`config.mk`:
```
export PLATFORM = sky130hd
export DESIGN_NAME = carrier_handoff_handshake_top
export DESIGN_NICKNAME = d
export VERILOG_FILES = /design/src/rtl/chh_pkg.sv /design/src/rtl/chh_step.sv /design/src/rtl/carrier_handoff_handshake_top.sv
export SDC_FILE = /design/constraint.sdc
export NUM_CORES = 1
export LEC_CHECK = 0
export BUFFER_PORTS_ARGS = -buffer_cell sky130_fd_sc_hd__buf_4
export CAP_MARGIN = 20
export CORE_MARGIN = 4
export CORE_UTILIZATION = 40
export CTS_BUF_LIST = sky130_fd_sc_hd__clkbuf_4
export DETAILED_ROUTE_END_ITERATION = 12
export GPL_TIMING_DRIVEN = 0
export SLEW_MARGIN = 15
export SYNTH_ARGS = -nofsm -noshare
export SYNTH_HDL_FRONTEND = slang
export SYNTH_HIERARCHICAL = 1
export SYNTH_SLANG_ARGS = --single-unit
```
`constraint.sdc`:
```
create_clock -name clk -period 6.6 [get_ports clk]
set_input_delay 1.32 -clock clk [delete_from_list [all_inputs] [get_ports clk]]
set_output_delay 1.32 -clock clk [all_outputs]
set_load 0.05 [all_outputs]
```
`src/rtl/chh_pkg.sv`:
```
package chh_pkg;

  localparam int NumTimers = 5;

  localparam logic [3:0] LINE_LREQ   = 4'h1;
  localparam logic [3:0] LINE_UREQ   = 4'h2;
  localparam logic [3:0] LINE_READY  = 4'h4;
  localparam logic [3:0] LINE_HOAVBL = 4'h8;
  localparam logic [3:0] LINES_INIT  = LINE_HOAVBL;

  localparam logic OP_EVAL = 1'b0;
  localparam logic OP_TICK = 1'b1;

  // asserted-line patterns (active high after inversion)
  localparam logic [4:0] DI_IDLE     = 5'h00;
  localparam logic [4:0] DI_CS       = 5'h02;
  localparam logic [4:0] DI_CS_VALID = 5'h03;
  localparam logic [4:0] DI_TR_REQ   = 5'h07;
  localparam logic [4:0] DI_BUSY     = 5'h0F;
  localparam logic [4:0] DI_COMPT    = 5'h13;

  localparam logic [2:0] REG_TP1 = 3'd0;
  localparam logic [2:0] REG_TP2 = 3'd1;
  localparam logic [2:0] REG_TP3 = 3'd2;
  localparam logic [2:0] REG_TP4 = 3'd3;
  localparam logic [2:0] REG_TP5 = 3'd4;

  localparam logic [7:0] TP1_RESET = 8'd5;
  localparam logic [7:0] TP2_RESET = 8'd5;
  localparam logic [7:0] TP3_RESET = 8'd121;
  localparam logic [7:0] TP4_RESET = 8'd121;
  localparam logic [7:0] TP5_RESET = 8'd5;

  localparam logic [2:0] ERR_NONE = 3'd0;

  typedef enum logic [3:0] {
    ST_IDLE     = 4'd0,
    ST_CS_ON    = 4'd1,
    ST_REQ_ON   = 4'd2,
    ST_TP1_RUN  = 4'd3,
    ST_TR_REQ   = 4'd4,
    ST_READY_ON = 4'd5,
    ST_BUSY_ON  = 4'd6,
    ST_REQ_OFF  = 4'd7,
    ST_BUSY_OFF = 4'd8,
    ST_TR_OFF   = 4'd9,
    ST_COMPT_ON = 4'd10,
    ST_TP5_RUN  = 4'd11,
    ST_CS_OFF   = 4'd12,
    ST_DONE     = 4'd13
  } step_t;

  typedef logic [NumTimers-1:0][7:0] timer_vec_t;

  typedef struct packed {
    step_t      step;
    logic [3:0] lines;
    logic [4:0] active;
    timer_vec_t count;
    logic [2:0] error;
  } hs_state_t;

  typedef struct packed {
    logic       op;
    logic [4:0] pins;
    logic       carrier;
  } hs_item_t;

endpackage

```
`src/rtl/chh_step.sv`:
```
module chh_step (
  input  chh_pkg::hs_state_t  cur,
  input  chh_pkg::hs_item_t   item,
  input  chh_pkg::timer_vec_t loads,
  output chh_pkg::hs_state_t  nxt,
  output logic                fired
);
  import chh_pkg::*;

  logic [4:0] di;
  logic [3:0] req;

  always_comb begin
    nxt   = cur;
    fired = 1'b0;
    di    = ~item.pins;
    req   = item.carrier ? LINE_LREQ : LINE_UREQ;
    if (item.op == OP_EVAL) begin
      if (di == DI_IDLE) begin
        nxt.lines = LINES_INIT;
        nxt.step  = ST_IDLE;
      end
      if (di == DI_CS) begin
        if (nxt.step == ST_IDLE) nxt.step = ST_CS_ON;
        if (nxt.step == ST_CS_OFF) nxt.step = ST_DONE;
      end
      if (di == DI_CS_VALID) begin
        if ((nxt.lines & LINE_READY) == 4'h0) begin
          if (nxt.step < ST_REQ_ON) begin
            nxt.step  = ST_REQ_ON;
            nxt.lines = nxt.lines | (item.carrier ? LINE_UREQ : LINE_LREQ);
          end
          if (nxt.step == ST_REQ_ON) begin
            nxt.step = ST_TP1_RUN;
            if (!nxt.active[0]) begin
              nxt.count[0]  = loads[0];
              nxt.active[0] = 1'b1;
            end
          end
        end else begin
          if (nxt.step == ST_BUSY_OFF) nxt.step = ST_TR_OFF;
          if (nxt.step == ST_TP5_RUN) begin
            nxt.step      = ST_CS_OFF;
            nxt.count[4]  = 8'h00;
            nxt.active[4] = 1'b0;
          end
        end
      end
      if (di == DI_TR_REQ) begin
        if (nxt.step == ST_TP1_RUN) begin
          nxt.step      = ST_TR_REQ;
          nxt.count[0]  = 8'h00;
          nxt.active[0] = 1'b0;
        end
        if ((nxt.lines & LINE_READY) == 4'h0) begin
          if (nxt.step == ST_TR_REQ) begin
            nxt.lines = nxt.lines | LINE_READY;
            nxt.step  = ST_READY_ON;
            if (!nxt.active[1]) begin
              nxt.count[1]  = loads[1];
              nxt.active[1] = 1'b1;
            end
          end
        end else if (nxt.step == ST_REQ_OFF) begin
          nxt.step      = ST_BUSY_OFF;
          nxt.count[3]  = 8'h00;
          nxt.active[3] = 1'b0;
        end
      end
      if (di == DI_BUSY) begin
        if (nxt.step == ST_READY_ON) begin
          nxt.step      = ST_BUSY_ON;
          nxt.count[1]  = 8'h00;
          nxt.active[1] = 1'b0;
          if (!nxt.active[2]) begin
            nxt.count[2]  = loads[2];
            nxt.active[2] = 1'b1;
          end
        end
        if (nxt.step == ST_BUSY_ON && (nxt.lines & req) != 4'h0) begin
          nxt.step      = ST_REQ_OFF;
          nxt.count[2]  = 8'h00;
          nxt.active[2] = 1'b0;
          if (!nxt.active[3]) begin
            nxt.count[3]  = loads[3];
            nxt.active[3] = 1'b1;
          end
          nxt.lines = nxt.lines & ~req;
        end
      end
      if (di == DI_COMPT) begin
        if (nxt.step < ST_COMPT_ON) begin
          nxt.step  = ST_COMPT_ON;
          nxt.lines = nxt.lines & ~LINE_READY;
        end
        if (nxt.step == ST_COMPT_ON) begin
          nxt.step = ST_TP5_RUN;
          if (!nxt.active[4]) begin
            nxt.count[4]  = loads[4];
            nxt.active[4] = 1'b1;
          end
        end
      end
    end else begin
      // timers are independent; the highest expiring number wins
      for (int k = 0; k < NumTimers; k++) begin
        if (cur.active[k] && cur.count[k] != 8'h00) begin
          nxt.count[k] = cur.count[k] - 8'h01;
          if (cur.count[k] == 8'h01) begin
            nxt.active[k] = 1'b0;
            nxt.error     = 3'(k + 1);
            nxt.lines     = LINES_INIT;
            nxt.step      = ST_IDLE;
            fired         = 1'b1;
          end
        end
      end
    end
  end

endmodule

```
`src/rtl/carrier_handoff_handshake_top.sv`:
```
// channel  | valid     | stall     | payload
// input    | in_valid  | in_stall  | op, pin_levels, carrier_present
// result   | out_valid | out_stall | output_lines, step_now, last_error,
//          |           |           | timeout_fired, timers_running
// config   | psel/penable/pwrite, pready always high | paddr, pwdata, prdata
//
// one request per cycle sustained while the result is not stalled; a request passes
// the input register, then updates the handshake state and result register together
// the state update of one request is seen by the next one in the cycle after
// rst is synchronous: step 0, HO_AVBL only, timers stopped, loads to defaults
// a stalled result holds the result register; the input register then fills
// and in_stall rises until the result is taken
module carrier_handoff_handshake_top (
  input  logic       clk,
  input  logic       rst,
  input  logic       in_valid,
  output logic       in_stall,
  input  logic       op,
  input  logic [4:0] pin_levels,
  input  logic       carrier_present,
  output logic       out_valid,
  input  logic       out_stall,
  output logic [3:0] output_lines,
  output logic [3:0] step_now,
  output logic [2:0] last_error,
  output logic       timeout_fired,
  output logic [4:0] timers_running,
  input  logic        psel,
  input  logic        penable,
  input  logic        pwrite,
  input  logic [4:0]  paddr,
  input  logic [31:0] pwdata,
  output logic [31:0] prdata,
  output logic        pready
);
  import chh_pkg::*;

  timer_vec_t loads;
  hs_state_t  state;
  hs_state_t  state_next;
  hs_item_t   item;
  logic       item_valid;
  logic       fired_next;
  logic       adv;
  logic [2:0] reg_idx;

  assign pready  = 1'b1;
  assign reg_idx = paddr[4:2];

  // config registers
  always_ff @(posedge clk) begin
    if (rst) begin
      loads[REG_TP1] <= TP1_RESET;
      loads[REG_TP2] <= TP2_RESET;
      loads[REG_TP3] <= TP3_RESET;
      loads[REG_TP4] <= TP4_RESET;
      loads[REG_TP5] <= TP5_RESET;
    end else if (psel && penable && pwrite && pready) begin
      case (reg_idx)
        REG_TP1: loads[REG_TP1] <= pwdata[7:0];
        REG_TP2: loads[REG_TP2] <= pwdata[7:0];
        REG_TP3: loads[REG_TP3] <= pwdata[7:0];
        REG_TP4: loads[REG_TP4] <= pwdata[7:0];
        REG_TP5: loads[REG_TP5] <= pwdata[7:0];
        default: ;
      endcase
    end
  end

  always_comb begin
    case (reg_idx)
      REG_TP1: prdata = {24'h0, loads[REG_TP1]};
      REG_TP2: prdata = {24'h0, loads[REG_TP2]};
      REG_TP3: prdata = {24'h0, loads[REG_TP3]};
      REG_TP4: prdata = {24'h0, loads[REG_TP4]};
      REG_TP5: prdata = {24'h0, loads[REG_TP5]};
      default: prdata = 32'h0;
    endcase
  end

  // input register
  assign adv      = item_valid && !(out_valid && out_stall);
  assign in_stall = item_valid && !adv;

  always_ff @(posedge clk) begin
    if (rst) begin
      item_valid <= 1'b0;
    end else if (!in_stall) begin
      item_valid <= in_valid;
    end
  end

  always_ff @(posedge clk) begin
    if (in_valid && !in_stall) begin
      item <= '{op: op, pins: pin_levels, carrier: carrier_present};
    end
  end

  chh_step u_step (
    .cur   (state),
    .item  (item),
    .loads (loads),
    .nxt   (state_next),
    .fired (fired_next)
  );

  // handshake state
  always_ff @(posedge clk) begin
    if (rst) begin
      state.step   <= ST_IDLE;
      state.lines  <= LINES_INIT;
      state.active <= 5'h00;
      state.count  <= '0;
      state.error  <= ERR_NONE;
    end else if (adv) begin
      state <= state_next;
    end
  end

  // result register
  always_ff @(posedge clk) begin
    if (rst) begin
      out_valid <= 1'b0;
    end else if (adv) begin
      out_valid <= 1'b1;
    end else if (!out_stall) begin
      out_valid <= 1'b0;
    end
  end

  always_ff @(posedge clk) begin
    if (adv) begin
      output_lines   <= state_next.lines;
      step_now       <= state_next.step;
      last_error     <= state_next.error;
      timeout_fired  <= fired_next;
      timers_running <= state_next.active;
    end
  end

  a_fire_inits: assert property (@(posedge clk) disable iff (rst)
    out_valid && timeout_fired |-> step_now == ST_IDLE && output_lines == LINES_INIT
                                   && last_error != ERR_NONE)
    else $error("timeout did not reinitialize handshake");

  a_step_range: assert property (@(posedge clk) disable iff (rst)
    out_valid |-> step_now <= ST_DONE)
    else $error("step out of range");

  a_result_tracks_state: assert property (@(posedge clk) disable iff (rst)
    $past(adv) |-> out_valid && step_now == state.step && timers_running == state.active)
    else $error("result register out of step with handshake state");

  a_stall_has_item: assert property (@(posedge clk) disable iff (rst)
    in_stall |-> item_valid && out_valid && out_stall)
    else $error("input stalled without a blocked request");

endmodule
```
* After elaboration in Yosys (flattened, before gate mapping) *
Index checks and enable logic that the tools add are counted.

cells by class
  $add $sub $neg = 5
  muxes and demuxes = 133
  magnitude comparators = 2
  bitwise gates (word level) = 5
  reductions and logical operators = 38
  eq/ne operators = 31

operator list
  operator                                             number
  2-to-1 mux 8 bit                                     46
  2-to-1 mux 4 bit                                     24
  2-to-1 mux 9 bit                                     6
  2-to-1 mux 53 bit                                    1
  2-to-1 mux 16 bit                                    3
  equality test 8 x 1 -> 1 bit, second input constant  5
  one-hot mux 8 bit (5 select lines)                   1
  nonzero test 8 bit                                   5
  subtractor 8 x 1 -> 8 bit, second input constant     5
  2-to-1 mux 1 bit                                     33
  2-to-1 mux 3 bit                                     11
  2-to-1 mux 24 bit                                    1
  2-to-1 mux 11 bit                                    2
  AND reduction 2 bit                                  9
  equality test 4 x 3 -> 1 bit, second input constant  4
  equality test 4 bit, second input constant           4
  logical AND 1 bit                                    12
  logical NOT 4 bit                                    3
  != test 2 x 1 -> 1 bit, second input constant        6
  equality test 5 x 2 -> 1 bit, second input constant  2
  2-to-1 mux 2 bit                                     5
  bitwise AND 4 bit                                    2
  equality test 4 x 2 -> 1 bit, second input constant  2
  equality test 3 x 2 -> 1 bit, second input constant  2
  18 further kinds                                     20

storage, ports and cells
  bits in registers = 122
  output and inout port bits = 52
  logic and storage cells = 238

* Depth between registers and ports, before layout *
  word-level depth = 48
  gate-level depth with buffers = 13
  depth with buffers taken out = 10

* By module *
The synthesis kept the hierarchy.

by module, submodules not included
  module                         cells each  area an instance (sq um)  times used  sequential area each (sq um)
  carrier_handoff_handshake_top  499         4842.1                    1           2682.6
  chh_step                       415         2715.1                    1           0.0

* Worst setup path before layout *
No wires, ideal clock.

  kind = input to output
  start point = in paddr[2]
  end point = out prdata[0]
  stages = 5
  setup slack = 2560 ps
  arrival = 2720 ps
  required time = 5280 ps
  cell sequence = buf_2 -> buf_2 -> mux2_1 -> a22oi_1 -> o22ai_1

between the ends
  word-level cells in the longest chain between the ends = 2

ends and longest elaborated chain
  element                                      RTL line                             source
  from (decl)                                  carrier_handoff_handshake_top.sv:31  input logic [4:0] paddr,
  equality test 3 bit (tied with other cells)  carrier_handoff_handshake_top.sv:71  case (reg_idx)
  one-hot mux 8 bit (5 select lines) (*)       carrier_handoff_handshake_top.sv:71
  to (decl)                                    carrier_handoff_handshake_top.sv:33  output logic [31:0] prdata,

Every way passes the cells marked *; elsewhere a longest branch is shown, timed or not.

* Worst setup path in the final report *
  start point = in paddr[2]
  end point = out prdata[3]

Same word-level chain as after synthesis.

==> impl_metrics.env <==
export IMPL_cpMaxStageDelayCell="mux2_1"
export IMPL_ys_types=88
export IMPL_reg2reg_depth=10
export IMPL_hold_viol_final=0
export IMPL_crit_top_cell="buf_2"
export IMPL_cts_tree="built"
export IMPL_worstReg2RegEnd="state[24]"
export IMPL_cts_buffers_inserted=17
export IMPL_synth_flop_cell="dfxtp_1"
export IMPL_leakagePower_nw=3.499
export IMPL_tightest_slew_ps=1183
export IMPL_dieArea_um2=21160
export IMPL_slew_violations=0
export IMPL_finalPower_mw=1.690
export IMPL_yosys_warnings=6
export IMPL_cp_arrival_ps=2750
export IMPL_wirelength_um=21880
export IMPL_vias=6899
export IMPL_start_util_pct=40.54
export IMPL_clk_latency_ps=570
export IMPL_cp_required_ps=5280
export IMPL_period_minus_slack_ps=4072
export IMPL_fillerInstances=1864
export IMPL_synth_seq_area_share_pct=35.50
export IMPL_synth_top_area_share_pct=25.96
export IMPL_max_clock_freq_ghz=0.2456
export IMPL_io_buffers=49
export IMPL_ys_ff_latch=122
export IMPL_maxSlewHeadroom_pct=20.82
export IMPL_cp_slowest_stage_delay_ps=400
export IMPL_crit_buf_inv=3
export IMPL_synth_avg_cell_area_um2=8.268
export IMPL_rsz0062_at_grt="no"
export IMPL_finalInstanceArea_um2=8683
export IMPL_clk_pin_slew_ps=110
export IMPL_ir_drop_mv=0.1064
export IMPL_gp_congestion=0.8685
export IMPL_rows=50
export IMPL_r2r_slack_ps=3350
export IMPL_cts_hold_buf=0
export IMPL_core_area_um2=18640
export IMPL_startpoint_type="input pin"
export IMPL_clockRootBuffer="clkbuf_4"
export IMPL_fin_tns_setup_ps=0
export IMPL_path_cells="buf_2 > buf_2 > mux2_1 > a22oi_1 > o22ai_1 > buf_4"
export IMPL_yosysTopAreaCell="dfxtp_1"
export IMPL_worstPathMaxFanout=10
export IMPL_post_cts_buffers=0
export IMPL_netlist_instances=914
export IMPL_r2r_start="state[55]"
export IMPL_hp_start="state[54]"
export IMPL_crit_path_end_kind="output port"
export IMPL_wl_per_cell_um=17.46
export IMPL_grt_antenna_before_repair=1
export IMPL_grt_overflow=0
export IMPL_maxCapViolations=0
export IMPL_fin_skew_ps=20.06
export IMPL_ys_async_sr_fraction_pct=0
export IMPL_whs_endpoint="state[54]"
export IMPL_post_route_period_util_pct=61.70
export IMPL_dieWidth_um=145.5
export IMPL_cts_resized=0
export IMPL_status="finished, final reports clean"
export IMPL_via_per_inst=5.506
export IMPL_critical_path_class="input pin to output port"
export IMPL_postRouteAntennaNets=0
export IMPL_final_nets=1066
export IMPL_areaGrowthSynthToFinish_pct=14.90
export IMPL_dr_pass1_iters=8
export IMPL_clockBufferDepth=2
export IMPL_first_iter_violations=592
export IMPL_final_common_cell="nand2_1"
export IMPL_synth_edf_count=24
export IMPL_setup_viol=0
export IMPL_final_cell_mix="170 x nand2_1, 98 x dfxtp_1, 76 x a21oi_1, 75 x buf_4, 62 x nor2_1"
export IMPL_die_h_um=145.5
export IMPL_ios=103
export IMPL_grt_use_total_pct=20.29
export IMPL_ys_top_cells_by_area="dfxtp_1 26%, edfxtp_1 9.5%, nand2_1 8.4%"
export IMPL_synth_area_um2=7557
export IMPL_final_cells=1253
export IMPL_grt_max_degree=27
export IMPL_cp_top_family="buffers and inverters"
export IMPL_cts_sinks=122
export IMPL_hp_class="register to register"
export IMPL_holdPathStages=2
export IMPL_grt_first_pass_wirelength_um=34400
export IMPL_grt_pass1_vias=6150
export IMPL_dp_cells=1220
export IMPL_power_per_cell_area_nw_per_um2=194.6
export IMPL_drcViolationCount=0
export IMPL_place_hpwl_um=15970
export IMPL_drive_gt1_share_pct=16.21
export IMPL_place_area_um2=8305
export IMPL_cts_max_level=4
## logic make-up (layout without fill, tap and decap cells)
kind of cell             Yosys count  in the layout  share of synthesized area, %
XOR/XNOR                          24             24                         2.781
adder cells (fa/ha/maj)           10             10                         1.656
flip-flops                       122            122                         35.50
buffers and inverters            108            189                         7.334
other                              2             26                       0.09937
AO/OA/AOI/OAI                    210            210                         18.28
AND/OR/NAND/NOR                  373            373                         25.40
multiplexers                      65             65                         8.957
## Yosys cell counts (4+ instances only)
master,number
a21oi_1,76
a221o_1,9
a22oi_1,22
a31oi_1,4
and3_1,6
and4_1,4
buf_2,17
buf_4,26
buf_6,4
clkbuf_1,32
dfxtp_1,98
edfxtp_1,24
ha_1,10
inv_1,26
mux2_1,8
mux2i_1,55
nand2_1,170
nand2b_1,35
nand3_1,12
nand3b_1,6
nor2_1,62
nor2b_1,5
nor3_1,12
nor4_1,6
o211ai_1,7
o21a_1,4
o21ai_0,20
o22ai_1,24
or2_2,5
or3_1,10
xnor2_1,13
xor2_1,11
## how the worst max path moves through the flow
| stage | start | end | slack [ps] | cells past startpoint |
|---|---|---|---|---|
| CTS | paddr[2] | prdata[3] | 2530 | 6 |
| floorplan | paddr[2] | prdata[0] | 2560 | 5 |
| finish | paddr[2] | prdata[3] | 2530 | 6 |
| global placement | paddr[2] | prdata[1] | 2560 | 6 |
| detailed placement | paddr[2] | prdata[3] | 2560 | 6 |
| global route | paddr[2] | prdata[3] | 2450 | 6 |
## sequential cells by signal, indices dropped and copies added, names as in the netlist
name            flops
item                7
timeout_fired       1
last_error          3
out_valid           1
loads              40
state              56
timers_running      5
output_lines        4
step_now            4
item_valid          1
## metal layers
layer,routed length [um],GRT usage (%),vias up
met5,0,0,-
met4,506,6.743,0
met3,1647,5.139,37
met2,9664,30.17,227
met1,10060,28.80,3238
li1,-,-,3397
## stage by stage
stage                     setup WS, ps  util, %  hold WS, ps
after CTS                         2525    46.56        461.9
final                             2528    46.58        459.0
after floorplan                   2560        -        431.1
after global placement            2556    44.54        441.0
after global routing              2447    46.58        482.8
after detailed placement          2558    44.55        446.0
## tightest hold or removal path, stage by stage (launching register included)
cell and delay [ps]:
dfxtp_1 320, nand2_1 50, a21oi_1 50
## layout make-up
class | instances | area (um^2) | area share, %
diodes | 1 | 2.502 | 0.02882
plain buffers | 80 | 450.4 | 5.187
clock buffers | 18 | 135.1 | 1.556
clock inverters | 14 | 240.2 | 2.767
inverters | 28 | 105.1 | 1.210
multi-input cells | 707 | 4407 | 50.75
flip-flops and latches | 122 | 2683 | 30.89
well taps | 234 | 292.8 | 3.372
repair buffers | 49 | 367.9 | 4.236
## power by group
part / total, mW / switching, mW / internal, mW
Clock: 0.704 / 0.320 / 0.385
Sequential: 0.777 / 0.00747 / 0.770
Combinational: 0.209 / 0.149 / 0.0598
Power figures use the tool's default switching activity.
